`src/rtl/core/aabb_frustum_cull_macros.svh`:
```
// ----------------------------------------------------------------------------
// aabb_frustum_cull assertion macros
// Shared concurrent assertion forms for the frustum culling block.
// ----------------------------------------------------------------------------
`ifndef AABB_FRUSTUM_CULL_MACROS_SVH
`define AABB_FRUSTUM_CULL_MACROS_SVH

// Same-cycle implication, disabled while reset is asserted.
`define AFC_ASSERT_IMP(lbl, clk, rst_n, ante, cons, msg) \
  lbl: assert property (@(posedge clk) disable iff (!(rst_n)) (ante) |-> (cons)) \
    else $error(msg);

// Next-cycle implication, disabled while reset is asserted.
`define AFC_ASSERT_NXT(lbl, clk, rst_n, ante, cons, msg) \
  lbl: assert property (@(posedge clk) disable iff (!(rst_n)) (ante) |=> (cons)) \
    else $error(msg);

`endif

```
`src/rtl/core/afc_pkg.sv`:
```
// ----------------------------------------------------------------------------
// afc_pkg
// Types and constants shared by the frustum culling block.
// ----------------------------------------------------------------------------
package afc_pkg;

  localparam int AFC_NUM_PLANES = 6;
  localparam int AFC_COORD_W    = 16;
  localparam int AFC_CFG_IDX_W  = 8;
  localparam int AFC_CFG_DATA_W = 64;
  localparam int AFC_PROD_W     = 32;
  // Three products of up to 2^30 plus d scaled by 2^14 stay below 2^32.
  localparam int AFC_SUM_W      = 34;
  localparam int AFC_D_SHIFT    = 14;
  localparam int AFC_IN_DATA_W  = 96;
  localparam int AFC_OUT_DATA_W = 8;

  // Box corners, min_x in the lowest bits.
  typedef struct packed {
    logic signed [AFC_COORD_W-1:0] max_z;
    logic signed [AFC_COORD_W-1:0] max_y;
    logic signed [AFC_COORD_W-1:0] max_x;
    logic signed [AFC_COORD_W-1:0] min_z;
    logic signed [AFC_COORD_W-1:0] min_y;
    logic signed [AFC_COORD_W-1:0] min_x;
  } box_t;

  // Packed plane register, a in the lowest bits.
  typedef struct packed {
    logic signed [AFC_COORD_W-1:0] d;
    logic signed [AFC_COORD_W-1:0] c;
    logic signed [AFC_COORD_W-1:0] b;
    logic signed [AFC_COORD_W-1:0] a;
  } plane_t;

  // Load enables of the lane stages.
  typedef struct packed {
    logic en1;
    logic en2;
    logic en3;
  } adv_t;

endpackage

```
`src/rtl/core/afc_plane_regs.sv`:
```
// ----------------------------------------------------------------------------
// afc_plane_regs
// Holds the frustum plane registers written through the configuration port.
// ----------------------------------------------------------------------------
module afc_plane_regs
  import afc_pkg::*;
#(
  parameter int NUM_PLANES = AFC_NUM_PLANES
) (
  input  logic                      clk,
  input  logic                      rst_n,
  input  logic                      cfg_valid,
  input  logic [AFC_CFG_IDX_W-1:0]  cfg_index,
  input  logic [AFC_CFG_DATA_W-1:0] cfg_data,
  output plane_t                    planes [NUM_PLANES]
);

  plane_t planes_r [NUM_PLANES];

  // Writes to an index beyond the last plane match no register and are dropped.
  always_ff @(posedge clk) begin
    for (int p = 0; p < NUM_PLANES; p++) begin
      if (!rst_n) begin
        planes_r[p] <= '0;
      end else if (cfg_valid && (cfg_index == AFC_CFG_IDX_W'(p))) begin
        planes_r[p] <= plane_t'(cfg_data);
      end
    end
  end

  assign planes = planes_r;

endmodule

```
`config.mk`:
```
export PLATFORM = sky130hd
export DESIGN_NAME = afc_plane_regs
export DESIGN_NICKNAME = d
export VERILOG_FILES = /design/src/rtl/core/aabb_frustum_cull_macros.svh /design/src/rtl/core/afc_pkg.sv /design/src/rtl/core/afc_plane_regs.sv
export SDC_FILE = /design/constraint.sdc
export NUM_CORES = 1
export LEC_CHECK = 0
export BUFFER_PORTS_ARGS = -buffer_cell sky130_fd_sc_hd__buf_2
export CORE_AREA = 2 2 262 187
export CTS_CLUSTER_SIZE = 16
export DETAILED_ROUTE_END_ITERATION = 12
export DIE_AREA = 0 0 264 189
export PLACE_DENSITY = 0.53
export SYNTH_ARGS = -nofsm -noshare
export SYNTH_HDL_FRONTEND = slang
export SYNTH_SLANG_ARGS = --single-unit
```
`constraint.sdc`:
```
create_clock -name clk -period 1.3 [get_ports clk]
set_input_delay 0.195 -clock clk [delete_from_list [all_inputs] [get_ports clk]]
set_output_delay 0.195 -clock clk [all_outputs]
set_load 0.005 [all_outputs]
```
## Yosys cells after proc, flatten, opt, wreduce, memory -nomap -nowiden

Cells that the tools add are included.

| storage, ports and cells | value |
|---|---|
| register bits after elaboration | 384 |
| bits in latches | 0 |
| bits in writable memories | 0 |
| memory bits (read-only) | 0 |
| input bits | 75 |
| logic and storage cells | 36 |
| memories | 0 |

| operators by class | value |
|---|---|
| add/subtract/negate cells | 0 |
| $mul | 0 |
| divide/modulo/power cells | 0 |
| $lt $le $gt $ge | 0 |
| equality and inequality tests | 5 |
| shift operators | 0 |
| multiplexer cells | 0 |
| bitwise gates (word level) | 0 |
| reductions and logical operators | 7 |

Operators by type and width:

| operator | count |
|---|---|
| 8-bit by 2-bit equality test with 1-bit output (second input constant) | 2 |
| 8-bit by 3-bit equality test with 1-bit output (second input constant) | 2 |
| 8-bit by 1-bit equality test with 1-bit output (second input constant) | 1 |
| 8-bit logical NOT | 1 |
| 1-bit logical AND | 6 |

## Longest topological paths before layout

| depth | value |
|---|---|
| depth after elaboration | 2 |
| gate-level depth with buffers | 5 |
| mapped depth without buffers | 3 |

## Worst setup path before layout

No wires, ideal clock.

| timing | value |
|---|---|
| kind | input port to flip-flop |
| from | input port cfg_index[5] |
| to | register planes_r (netlist bit planes[140]) |
| setup time | 0.072 ns |
| arrival | 1.274 ns |
| data required time | 1.228 ns |
| path slack | -0.045 ns |
| cell stages on the path | 5 |
| path buffers | 2 |
| path through | nor4_4 -> and4_4 -> buf_12 -> buf_12 -> mux2i_1 |

| on the way | value |
|---|---|
| word-level cells in the longest chain between the ends | 2 |

RTL lines:

| element | line | RTL |
|---|---|---|
| start, declared | afc_plane_regs.sv:13 | `input logic [AFC_CFG_IDX_W-1:0] cfg_index,` |
| 8-bit by 2-bit equality test with 1-bit output | afc_plane_regs.sv:25 | `end else if (cfg_valid && (cfg_index == AFC_CFG_IDX_W'(p))) begin` |
| 1-bit logical AND | afc_plane_regs.sv:25 |  |
| end signal, assigned by index | afc_plane_regs.sv:26 | `planes_r[p] <= plane_t'(cfg_data);` |
| end, declared | afc_plane_regs.sv:18 | `plane_t planes_r [NUM_PLANES];` |

Every way passes these cells.
A chain may end at the register's enable or synchronous reset.

## Worst setup path after layout

| timing | value |
|---|---|
| from | register planes_r (netlist bit planes[342]) |
| to | output port planes[342] in the netlist's numbering |

RTL lines:

| element | line | RTL |
|---|---|---|
| end, declared | afc_plane_regs.sv:15 | `output plane_t planes [NUM_PLANES]` |

No word-level cell between the ends.

==> impl_metrics.ini <==
[timing]
slew_viol_final = 0
clock_skew_ns = 0
clock.fmax_mhz = 819
period_share = 0.939
max_slew.worst_pin.slew_ns = 0.555
setup_ws_ns = 0.0795
grt_setup_unrepaired = false
min_period_ns = 1.22
slew_headroom = 0.630
finalHoldViolCount = 0
setup_viol = 0

[clock_network]
clk_latency_ns = 0.52
clkSinkCount = 384
cts_buffer_depth = 3
cts_tree = yes
cts_htree_levels = 2
clk_pin_slew_ns = 0.06
holdBufCountCts = 0
clock-root-buffer = clkbuf_16
cts_buffers = 40

[job]
drv_cap = 0

[synth]
synth_area_per_cell_sq_um = 10.7
synth.distinct_cells = 16
synthesis.nets = 1394
synth.ff_latch_count = 384
synthCells = 1319
synth_area_sq_um = 14100
synth_seq_area_share = 0.546
yosys_warnings = 0

[final_layout]
n_fill_cell = 4800
layout.cells.most_common_list = buf_2 (457), nand2_1 (448), mux2i_1 (384)
drive_gt1_frac = 0.322
mostFrequentLayoutCell = buf_2
design_area_sq_um = 18400
synthToLayoutAreaGrowth_pct = 30.9
final_util = 0.390
nets = 1860
largest_register_ffs = 384

[global_route]
grt_util_all_layers = 0.170
grt_pass1_vias = 11000
antenna_found_initial = 2
grt_overflow = 0
grt_max_degree = 65
grt_pass1_wl_um = 66500

[placement]
dp_hpwl_um = 31400
gp_congestion = 0.792
preCtsSetupSlack_ns = -0.429
placed_area_sq_um = 17100
io_buffer_count = 458

[route]
wl_per_cell_um = 18.1
dr.pass1.iters = 5
drc = 0
ant_nets = 0
viasPerCell = 4.48
drtIter0Drc = 419
routed_wirelength_um = 44100
vias = 10900

[worst_setup_path]
worstPathRequired_ns = 1.11
cp.arrival_ns = 1.03
worstPathMaxFanout = 2
cp_slowest_stage_delay_ns = 0.37
critPathKind = flip-flop to output port
path_cells = buf_2
crit_family = flip-flops
endpoint_kind = output port
cpMaxStageDelayCell = dfxtp_1
r2r_slack_ns = 0.66
start_kind = flip-flop
path_buf_inv = 1

[floorplan]
coreArea_sq_um = 47300
start_util = 0.298
std_cell_rows = 67
io-pin-count = 459
die_area_sq_um = 49900
die_w_um = 264
dieHeight_um = 189

[min_path]
hold_path_class = input pin to flip-flop

[outcome]
status = completed

[power]
vdd_drop_max_uv = 751
leakage_nw = 9.79
powerDensity_nw_per_um2 = 1310
## cells in the mapped netlist
library cell	number	area, sq um
buf_6	24	270
nor2_1	1	3.75
buf_12	14	280
buf_4	4	30.0
dfxtp_1	384	7690
buf_2	2	10.0
clkbuf_1	48	180
and4_4	2	22.5
nor3b_1	1	7.51
nand3_1	2	10.0
nor4_4	1	21.3
nand2_1	448	1680
nand4b_1	1	8.76
mux2i_1	384	3840
nor2b_1	2	12.5
nand4_1	1	6.26
## cell families after synthesis
group | Yosys count | share of synthesized area
multiplexers | 384 | 0.273
AND/OR/NAND/NOR | 459 | 0.126
flip-flops | 384 | 0.546
buffers and inverters | 92 | 0.0548
## worst paths after layout
kind,start,to,cells past startpoint
min reg2reg,planes[63]$_SDFFE_PN0P_,planes[63]$_SDFFE_PN0P_,2
max,planes[342]$_SDFFE_PN0P_,planes[342],1
min,rst_n,planes[195]$_SDFFE_PN0P_,3
max reg2reg,planes[130]$_SDFFE_PN0P_,planes[130]$_SDFFE_PN0P_,2
## power by group
group / switching (mW) / internal, mW
Sequential: 0.00779 / 11.8
Combinational: 0.567 / 0.274
Clock: 4.76 / 6.67
## per-stage QoR
stage          setup TNS [ns]  hold slack, ns  total power, mW  std cells
4_1_cts                     0          0.0345             24.4       2433
3_3_place_gp          -109.16           0.439             12.9       2364
2_1_floorplan           -5.10           0.438             12.4       1319
6_report                    0          0.0719             24.1       2435
3_5_place_dp          -123.43           0.444             12.9       2364
5_1_grt                     0          0.0625             24.9       2435
## final cells by class
| class | instances | area (sq um) | share of cell area |
|---|---|---|---|
| timing repair buffer | 516 | 3010 | 0.164 |
| clock inverter | 9 | 81.3 | 0.00441 |
| tap | 621 | 777 | 0.0422 |
| sequential | 384 | 7690 | 0.417 |
| clock buffer | 60 | 1220 | 0.0661 |
| multi-input combinational | 843 | 5640 | 0.306 |
| antenna | 2 | 5.00 | 0.000272 |
## timing repair
action                     CTS  global route
setup buffers                0             0
setup endpoints to repair    0             1
resized for setup            0             1
## metal layers
| metal | track usage | part of all wire | vias to the layer above |
|---|---|---|---|
| li1 | - | - | 5266 |
| met1 | 0.217 | 0.45 | 5271 |
| met2 | 0.276 | 0.46 | 307 |
| met3 | 0.0515 | 0.070 | 75 |
| met4 | 0.0505 | 0.026 | 0 |
| met5 | 0 | 0 | - |
Power figures use the tool's default switching activity.
