<file path="src/rtl/core/aabb_frustum_cull_macros.svh">
// ----------------------------------------------------------------------------
// aabb_frustum_cull assertion macros
// Shared concurrent assertion forms for the frustum culling block.
// ----------------------------------------------------------------------------
`ifndef AABB_FRUSTUM_CULL_MACROS_SVH
`define AABB_FRUSTUM_CULL_MACROS_SVH

// Same-cycle implication, disabled while reset is asserted.
`define AFC_ASSERT_IMP(lbl, clk, rst_n, ante, cons, msg) \
  lbl: assert property (@(posedge clk) disable iff (!(rst_n)) (ante) |-> (cons)) \
    else $error(msg);

// Next-cycle implication, disabled while reset is asserted.
`define AFC_ASSERT_NXT(lbl, clk, rst_n, ante, cons, msg) \
  lbl: assert property (@(posedge clk) disable iff (!(rst_n)) (ante) |=> (cons)) \
    else $error(msg);

`endif

</file>
<file path="src/rtl/core/afc_pkg.sv">
// ----------------------------------------------------------------------------
// afc_pkg
// Types and constants shared by the frustum culling block.
// ----------------------------------------------------------------------------
package afc_pkg;

  localparam int AFC_NUM_PLANES = 6;
  localparam int AFC_COORD_W    = 16;
  localparam int AFC_CFG_IDX_W  = 8;
  localparam int AFC_CFG_DATA_W = 64;
  localparam int AFC_PROD_W     = 32;
  // Three products of up to 2^30 plus d scaled by 2^14 stay below 2^32.
  localparam int AFC_SUM_W      = 34;
  localparam int AFC_D_SHIFT    = 14;
  localparam int AFC_IN_DATA_W  = 96;
  localparam int AFC_OUT_DATA_W = 8;

  // Box corners, min_x in the lowest bits.
  typedef struct packed {
    logic signed [AFC_COORD_W-1:0] max_z;
    logic signed [AFC_COORD_W-1:0] max_y;
    logic signed [AFC_COORD_W-1:0] max_x;
    logic signed [AFC_COORD_W-1:0] min_z;
    logic signed [AFC_COORD_W-1:0] min_y;
    logic signed [AFC_COORD_W-1:0] min_x;
  } box_t;

  // Packed plane register, a in the lowest bits.
  typedef struct packed {
    logic signed [AFC_COORD_W-1:0] d;
    logic signed [AFC_COORD_W-1:0] c;
    logic signed [AFC_COORD_W-1:0] b;
    logic signed [AFC_COORD_W-1:0] a;
  } plane_t;

  // Load enables of the lane stages.
  typedef struct packed {
    logic en1;
    logic en2;
    logic en3;
  } adv_t;

endpackage

</file>
<file path="src/rtl/core/afc_plane_lane.sv">
// ----------------------------------------------------------------------------
// afc_plane_lane
// Three-stage test of one box against one plane: corner select, multiply, sum.
// ----------------------------------------------------------------------------
module afc_plane_lane
  import afc_pkg::*;
(
  input  logic   clk,
  input  adv_t   adv,
  input  plane_t plane,
  input  box_t   box,
  output logic   pass
);

  // The corner farthest along the normal gives the largest distance, and the
  // axes are independent, so each axis picks the coordinate whose product
  // with the normal component is larger.
  function automatic logic signed [AFC_COORD_W-1:0] pick_axis(
    input logic signed [AFC_COORD_W-1:0] coef,
    input logic signed [AFC_COORD_W-1:0] lo,
    input logic signed [AFC_COORD_W-1:0] hi
  );
    logic signed [AFC_COORD_W-1:0] big;
    logic signed [AFC_COORD_W-1:0] sml;
    big = (hi > lo) ? hi : lo;
    sml = (hi > lo) ? lo : hi;
    return coef[AFC_COORD_W-1] ? sml : big;
  endfunction

  logic signed [AFC_COORD_W-1:0] sel_x_r, sel_y_r, sel_z_r;
  logic signed [AFC_COORD_W-1:0] sel_x_nxt, sel_y_nxt, sel_z_nxt;
  logic signed [AFC_PROD_W-1:0]  prod_x_r, prod_y_r, prod_z_r;
  logic signed [AFC_PROD_W-1:0]  prod_x_nxt, prod_y_nxt, prod_z_nxt;
  logic signed [AFC_SUM_W-1:0]   d_ext;
  logic signed [AFC_SUM_W-1:0]   sum_nxt;
  logic                          pass_r;
  logic                          pass_nxt;

  always_comb begin
    sel_x_nxt = pick_axis(plane.a, box.min_x, box.max_x);
    sel_y_nxt = pick_axis(plane.b, box.min_y, box.max_y);
    sel_z_nxt = pick_axis(plane.c, box.min_z, box.max_z);
  end

  assign prod_x_nxt = sel_x_r * plane.a;
  assign prod_y_nxt = sel_y_r * plane.b;
  assign prod_z_nxt = sel_z_r * plane.c;

  assign d_ext    = {{(AFC_SUM_W-AFC_COORD_W-AFC_D_SHIFT){plane.d[AFC_COORD_W-1]}},
                     plane.d, {AFC_D_SHIFT{1'b0}}};
  assign sum_nxt  = AFC_SUM_W'(prod_x_r) + AFC_SUM_W'(prod_y_r) + AFC_SUM_W'(prod_z_r)
                    + d_ext;
  assign pass_nxt = !sum_nxt[AFC_SUM_W-1] && (sum_nxt != '0);

  always_ff @(posedge clk) begin
    if (adv.en1) begin
      sel_x_r <= sel_x_nxt;
      sel_y_r <= sel_y_nxt;
      sel_z_r <= sel_z_nxt;
    end
    if (adv.en2) begin
      prod_x_r <= prod_x_nxt;
      prod_y_r <= prod_y_nxt;
      prod_z_r <= prod_z_nxt;
    end
    if (adv.en3) begin
      pass_r <= pass_nxt;
    end
  end

  assign pass = pass_r;

endmodule

</file>
<file path="config.mk">
export PLATFORM = sky130hd
export DESIGN_NAME = afc_plane_lane
export DESIGN_NICKNAME = d
export VERILOG_FILES = /design/src/rtl/core/aabb_frustum_cull_macros.svh /design/src/rtl/core/afc_pkg.sv /design/src/rtl/core/afc_plane_lane.sv
export SDC_FILE = /design/constraint.sdc
export NUM_CORES = 2
export LEC_CHECK = 0
export BUFFER_PORTS_ARGS = -buffer_cell sky130_fd_sc_hd__clkbuf_2
export CAP_MARGIN = 25
export CORE_MARGIN = 2
export CORE_UTILIZATION = 49
export CTS_CLUSTER_SIZE = 16
export DETAILED_ROUTE_END_ITERATION = 6
export HOLD_SLACK_MARGIN = 0.1
export PLACE_DENSITY_LB_ADDON = 0.05
export SYNTH_ARGS = -nofsm -noshare
export SYNTH_HDL_FRONTEND = slang
export SYNTH_SLANG_ARGS = --single-unit
export TNS_END_PERCENT = 30
</file>
<file path="constraint.sdc">
create_clock -name clk -period 9.5 [get_ports clk]
set_clock_uncertainty 0.15 [all_clocks]
set_input_delay 0.95 -clock clk [delete_from_list [all_inputs] [get_ports clk]]
set_output_delay 0.95 -clock clk [all_outputs]
set_load 0.02 [all_outputs]
</file>
# After elaboration in Yosys (flattened, before gate mapping)

Cells that the tools add are included.

Bits in registers: 145
Latch bits: 0
Memory bits (writable): 0
ROM bits: 0
Output and inout bits: 1
Logic and storage cells: 28
Memories kept: 0

Add/sub/neg operators: 3
Multiply operators: 3
Divide/modulo/power cells: 0
Order comparisons: 3
Equality and inequality tests: 0
Shift-type cells: 0
Mux-type cells: 9
Bitwise logic cells: 0
Reduce and logical (&&, ||, !) cells: 3

Operators with widths:

| operator           | count |
|---|---|
| $mux 16            | 9 |
| $mul 16x16->32     | 3 |
| $gt 16x16->1       | 3 |
| $add 33x32->34     | 1 |
| $add 34x30->34     | 1 |
| $reduce_bool 34->1 | 1 |
| $add 32x32->33     | 1 |
| $logic_and 1x1->1  | 1 |
| $logic_not 1->1    | 1 |

# Longest topological paths before layout

Word-level depth: 5
Depth in mapped cells: 25
Gate-level depth less buffers: 24

# Worst setup path after synthesis

Ideal clock, no wire load.

Path type: input -> register
Start: input port plane[31] (netlist name)
End: register prod_y_r[31] (data pin)
Library setup time: 174 ps
Arrival: 6984 ps
Required time: 9176 ps
Slack: 2192 ps
Cell stages on the path: 23
Buffers on the path: 3
Cells stage by stage: clkbuf_1 -> clkbuf_1 -> clkbuf_1 -> nand2b_1 -> fa_1 -> fa_1 -> inv_1 -> fa_1 -> fa_1 -> fa_1 -> inv_1 -> fa_1 -> inv_1 -> ha_1 -> a21oi_1 -> o21a_1 -> a21oi_1 -> a211oi_1 -> o31ai_1 -> a41o_1 -> nor3_1 -> nor2_1 -> a311oi_1

Word-level cells in the longest chain between the ends: 1

Ends and longest elaborated chain:

| element                | line                 | source |
|---|---|---|
| start: declaration     | afc_plane_lane.sv:10 | `input plane_t plane,` |
| $mul 16x16->32         | afc_plane_lane.sv:46 | `assign prod_y_nxt = sel_y_r * plane.b;` |
| via prod_y_nxt[31]     | afc_plane_lane.sv:33 | `logic signed [AFC_PROD_W-1:0] prod_x_nxt, prod_y_nxt, prod_z_nxt;` |
| end signal: assignment | afc_plane_lane.sv:63 | `prod_y_r <= prod_y_nxt;` |
| end: declaration       | afc_plane_lane.sv:32 | `logic signed [AFC_PROD_W-1:0] prod_x_r, prod_y_r, prod_z_r;` |

The timed path passes the listed nets, and every way through them passes these cells.
A chain may end at the register's enable or synchronous reset.

# Final worst setup path

Start: register sel_y_r[8]
End: register prod_y_r[31] (data pin)

Word-level cells in the longest chain between the ends: 1

Ends and longest elaborated chain:

| element                  | line                 | source |
|---|---|---|
| start: declaration       | afc_plane_lane.sv:30 | `logic signed [AFC_COORD_W-1:0] sel_x_r, sel_y_r, sel_z_r;` |
| start signal: assignment | afc_plane_lane.sv:58 | `sel_y_r <= sel_y_nxt;` |
| $mul 16x16->32           | afc_plane_lane.sv:46 |  |
| via prod_y_nxt[31]       | afc_plane_lane.sv:33 |  |

The timed path passes the listed nets, and every way through them passes these cells.

==> results.md <==
* Clock Path Buffers at 2
* Synthesized area per cell at 9.697 um^2
* CP Data Arrival Time at 7.26 ns
* Syn Nets at 5394
* Synth Cell Area at 39310 um^2
* Final min period at 7.134 ns
* Crit-path cells: and2_1 > fa_1 > inv_1 > fa_1 > fa_1 > inv_1 > fa_1 > fa_1 > inv_1 > fa_1 > inv_1 > ha_1 > a21o_1 > a21oi_1 > o21a_1 > a21oi_1 > a211oi_1 > o31ai_1 > a41o_1 > nor3_1 > nor2_1 > a311oi_1
* CTS clk-pin slew, worst paths at 0.08 ns
* Worst hold path type: in -> reg
* Met3 Track Usage GR at 4.063%
* Post-CTS Setup Repair Bufs at 0
* Status: finished clean
* Crit-path slowest cell: edfxtp_1
* Area share of xor/xnor cells in the synthesized design at 2.645%
* # clock sinks at 145
* Achievable Freq at 140.2 MHz
* Mux cell area share after synthesis at 1.887%
* Post-detailed-route count of antenna-violating nets at 0
* GRT Overall Usage at 23.87%
* Post-synthesis adder-cell area fraction at 53.43%
* Input/output buffers at 164
* Unique cell type count in the Yosys netlist at 74
* Seq/Total Area, Yosys at 11.08%
* Unrepaired setup endpoints after global routing: no
* Share of async-settable or async-resettable flops after synthesis at 0%
* Clock latency at the later pin of the worst-skew pair at 0.48 ns
* Post-synth EDFFs at 145
* Syn Inst Count at 4054
* Initial antenna violation count at 2
* Core Region at 79260 um^2
* Hold buffers post-CTS at 0
* Post-detail-place hpwl at 77540 um
* Met1 GRT Util at 34.68%
* Worst-margin pin slew at 0.9713 ns
* Max_cap viols at 0
* CP max FO at 16
* Via density at 5.193
* Largest net degree at the start of global routing at 52
* Final Cycle Share at 75.10%
* Commonest non-fill, non-tap cell in the layout: inv_1
* TritonCTS Buffers at 17
* H-tree depth at 4
* Via Count at 26930
* Ratio of cells with drive above 1 in the final layout at 6.143%
* Grt met2 use at 38.13%
* Post-Synth Simple-Gate Area at 13.59%
* CP Class: reg -> reg
* # DRC at 0
* Setup total negative slack at 0 ns
* CP dominant cell by count: fa_1
* Critical Path Start Type: flop
* Avg WL per Cell at 17.79 um
* Area growth syn-to-layout at 5.942%
* Final setup vio count at 0
* Grt peak-use layer: met2
* Compound-gate portion of the synthesized area at 7.301%
* Worst EP required at 9.63 ns
* Rows at 103
* Global route overflow at 0
* Initial core utilization at 49.60%
* Pins over their slew limit at 0
* Nets at 5462
* Die H at 287.3 um
* Root Driver: clkbuf_16
* Main synth FF type: edfxtp_1
* TritonRoute pass-1 iters at 7
* Wirelength, routed at 92270 um
* Max_slew headroom at 34.81%
* CP Capture Type: flop
* Chip Width at 287.3 um
* Placer Congestion at 0.8954
* Final hold vios at 0
* CTS tree: done
* Slowest cell delay on critical path at 0.71 ns
* First-pass GRT wire length at 154300 um
* R2r setup slk at 2.37 ns
* Yosys reg bits at 145
* Most frequent cells in the layout: 929 x inv_1, 838 x fa_1, 404 x nand2_1, 373 x and2_1, 338 x ha_1
* Post-CTS Resized at 0
* Top Ports at 165
* Yosys warns at 0
* DRT iter0 DRCs at 1567
* Number of global-route vias before repair at 28650
* Die Footprint at 82510 um^2
* Main combinational cell family by area after synthesis: adder cells
## critical path, delay by kind of cell (launching register included)
kind,cells,cell delay (ns)
and+or+nand+nor,3,0.64
AOI/OAI and AO/OA,8,1.92
adders and majority gates,7,3.31
DFF,1,0.71
buffers and inverters,4,0.20
## metal layers
metal  part of all wire, %  vias up  wire length, um
li1                      -    12670                -
met1                    47    13690            43500
met2                    47      496            43070
met3                   5.0       63             4585
met4                   1.2        4             1094
met5                 0.029        -               27
## metrics by stage
stage          setup slack, ns  cells  hold WS [ns]  utilization (%)  cell area, um^2
2_1_floorplan            2.192   4054        0.4474                -            39310
3_3_place_gp             2.024   5152        0.9242            51.79            41050
3_5_place_dp             1.940   5152        0.9079            51.79            41050
4_1_cts                  2.435   5184        0.4679            52.53            41630
5_1_grt                  1.983   5185        0.4826            52.55            41650
6_report                 2.366   5186        0.5069            52.55            41650
## path summary, 6_finish.rpt
kind / to / depth (start not counted) / from
setup / recovery: prod_y_r[31] / 22 / sel_y_r[8]
hold / removal: pass / 1 / adv[0]
setup reg to reg: prod_y_r[31] / 22 / sel_y_r[8]
hold reg to reg: prod_x_r[0] / 1 / sel_x_r[0]
## synthesized netlist by cell type, types with 5 or more instances
cell type  number  area (um^2)
a311oi_1        9        78.83
nor3_1         23        115.1
o22a_1         10        87.58
mux2_2         33        371.6
nor2b_1        21        131.4
and3_1         16        100.1
a21o_1         36        270.3
mux2i_1        37        370.4
nor2_1        131        491.7
nand2b_1       29        181.4
o221ai_1       16        140.1
a31oi_1         9        56.30
fa_1          838        16780
o21bai_1       17        127.6
a221oi_1       10        87.58
o211ai_1        7        52.55
edfxtp_1      145         4354
a211oi_1       21        157.7
nand4_1        20        125.1
and2_1        373         2333
o21ai_1        12        60.06
a211o_1         6        52.55
nand2_1       404         1516
xnor2_1        91        797.0
o2111ai_1       5        43.79
clkbuf_1      116        435.4
ha_1          338         4229
a21oi_1       118        590.6
a22oi_1        10        75.07
inv_1         929         3487
or3_1           6        37.54
o21ai_0        60        300.3
nor4_1          7        43.79
o32a_1          6        60.06
xor2_1         24        210.2
a41o_1          5        50.05
o31ai_1         5        37.54
o21a_1         22        165.2
o22ai_1         6        37.54
nand3_1        27        135.1
## state kept, by name (all words and copies together), names as in the netlist
name	flops
prod_x_r	32
prod_y_r	32
prod_z_r	32
sel_x_r	16
sel_y_r	16
sel_z_r	16
pass	1
## layout make-up
| type | instances | area (um^2) |
|---|---|---|
| antenna | 1 | 2.502 |
| clock buffer | 17 | 425.4 |
| clock inverter | 15 | 158.9 |
| fill | 7474 | 37610 |
| inverter | 929 | 3487 |
| multi-input combinational | 2856 | 31010 |
| sequential | 145 | 4354 |
| tap | 1050 | 1314 |
| timing repair buffer | 173 | 898.4 |
## kinds of logic (layout without fill, tap and decap cells)
group                    count (synthesis)  in the layout
AO/OA/AOI/OAI                          421            421
XOR/XNOR                               117            117
adder cells (fa/ha/maj)               1176           1176
buffers and inverters                 1053           1134
flip-flops                             145            145
multiplexers                            70             70
other                                    0              1
AND/OR/NAND/NOR                       1072           1072
Power is left out: the tool's default activity adds up to more than one toggle a clock period on the data nets, which glitch-free logic cannot reach.
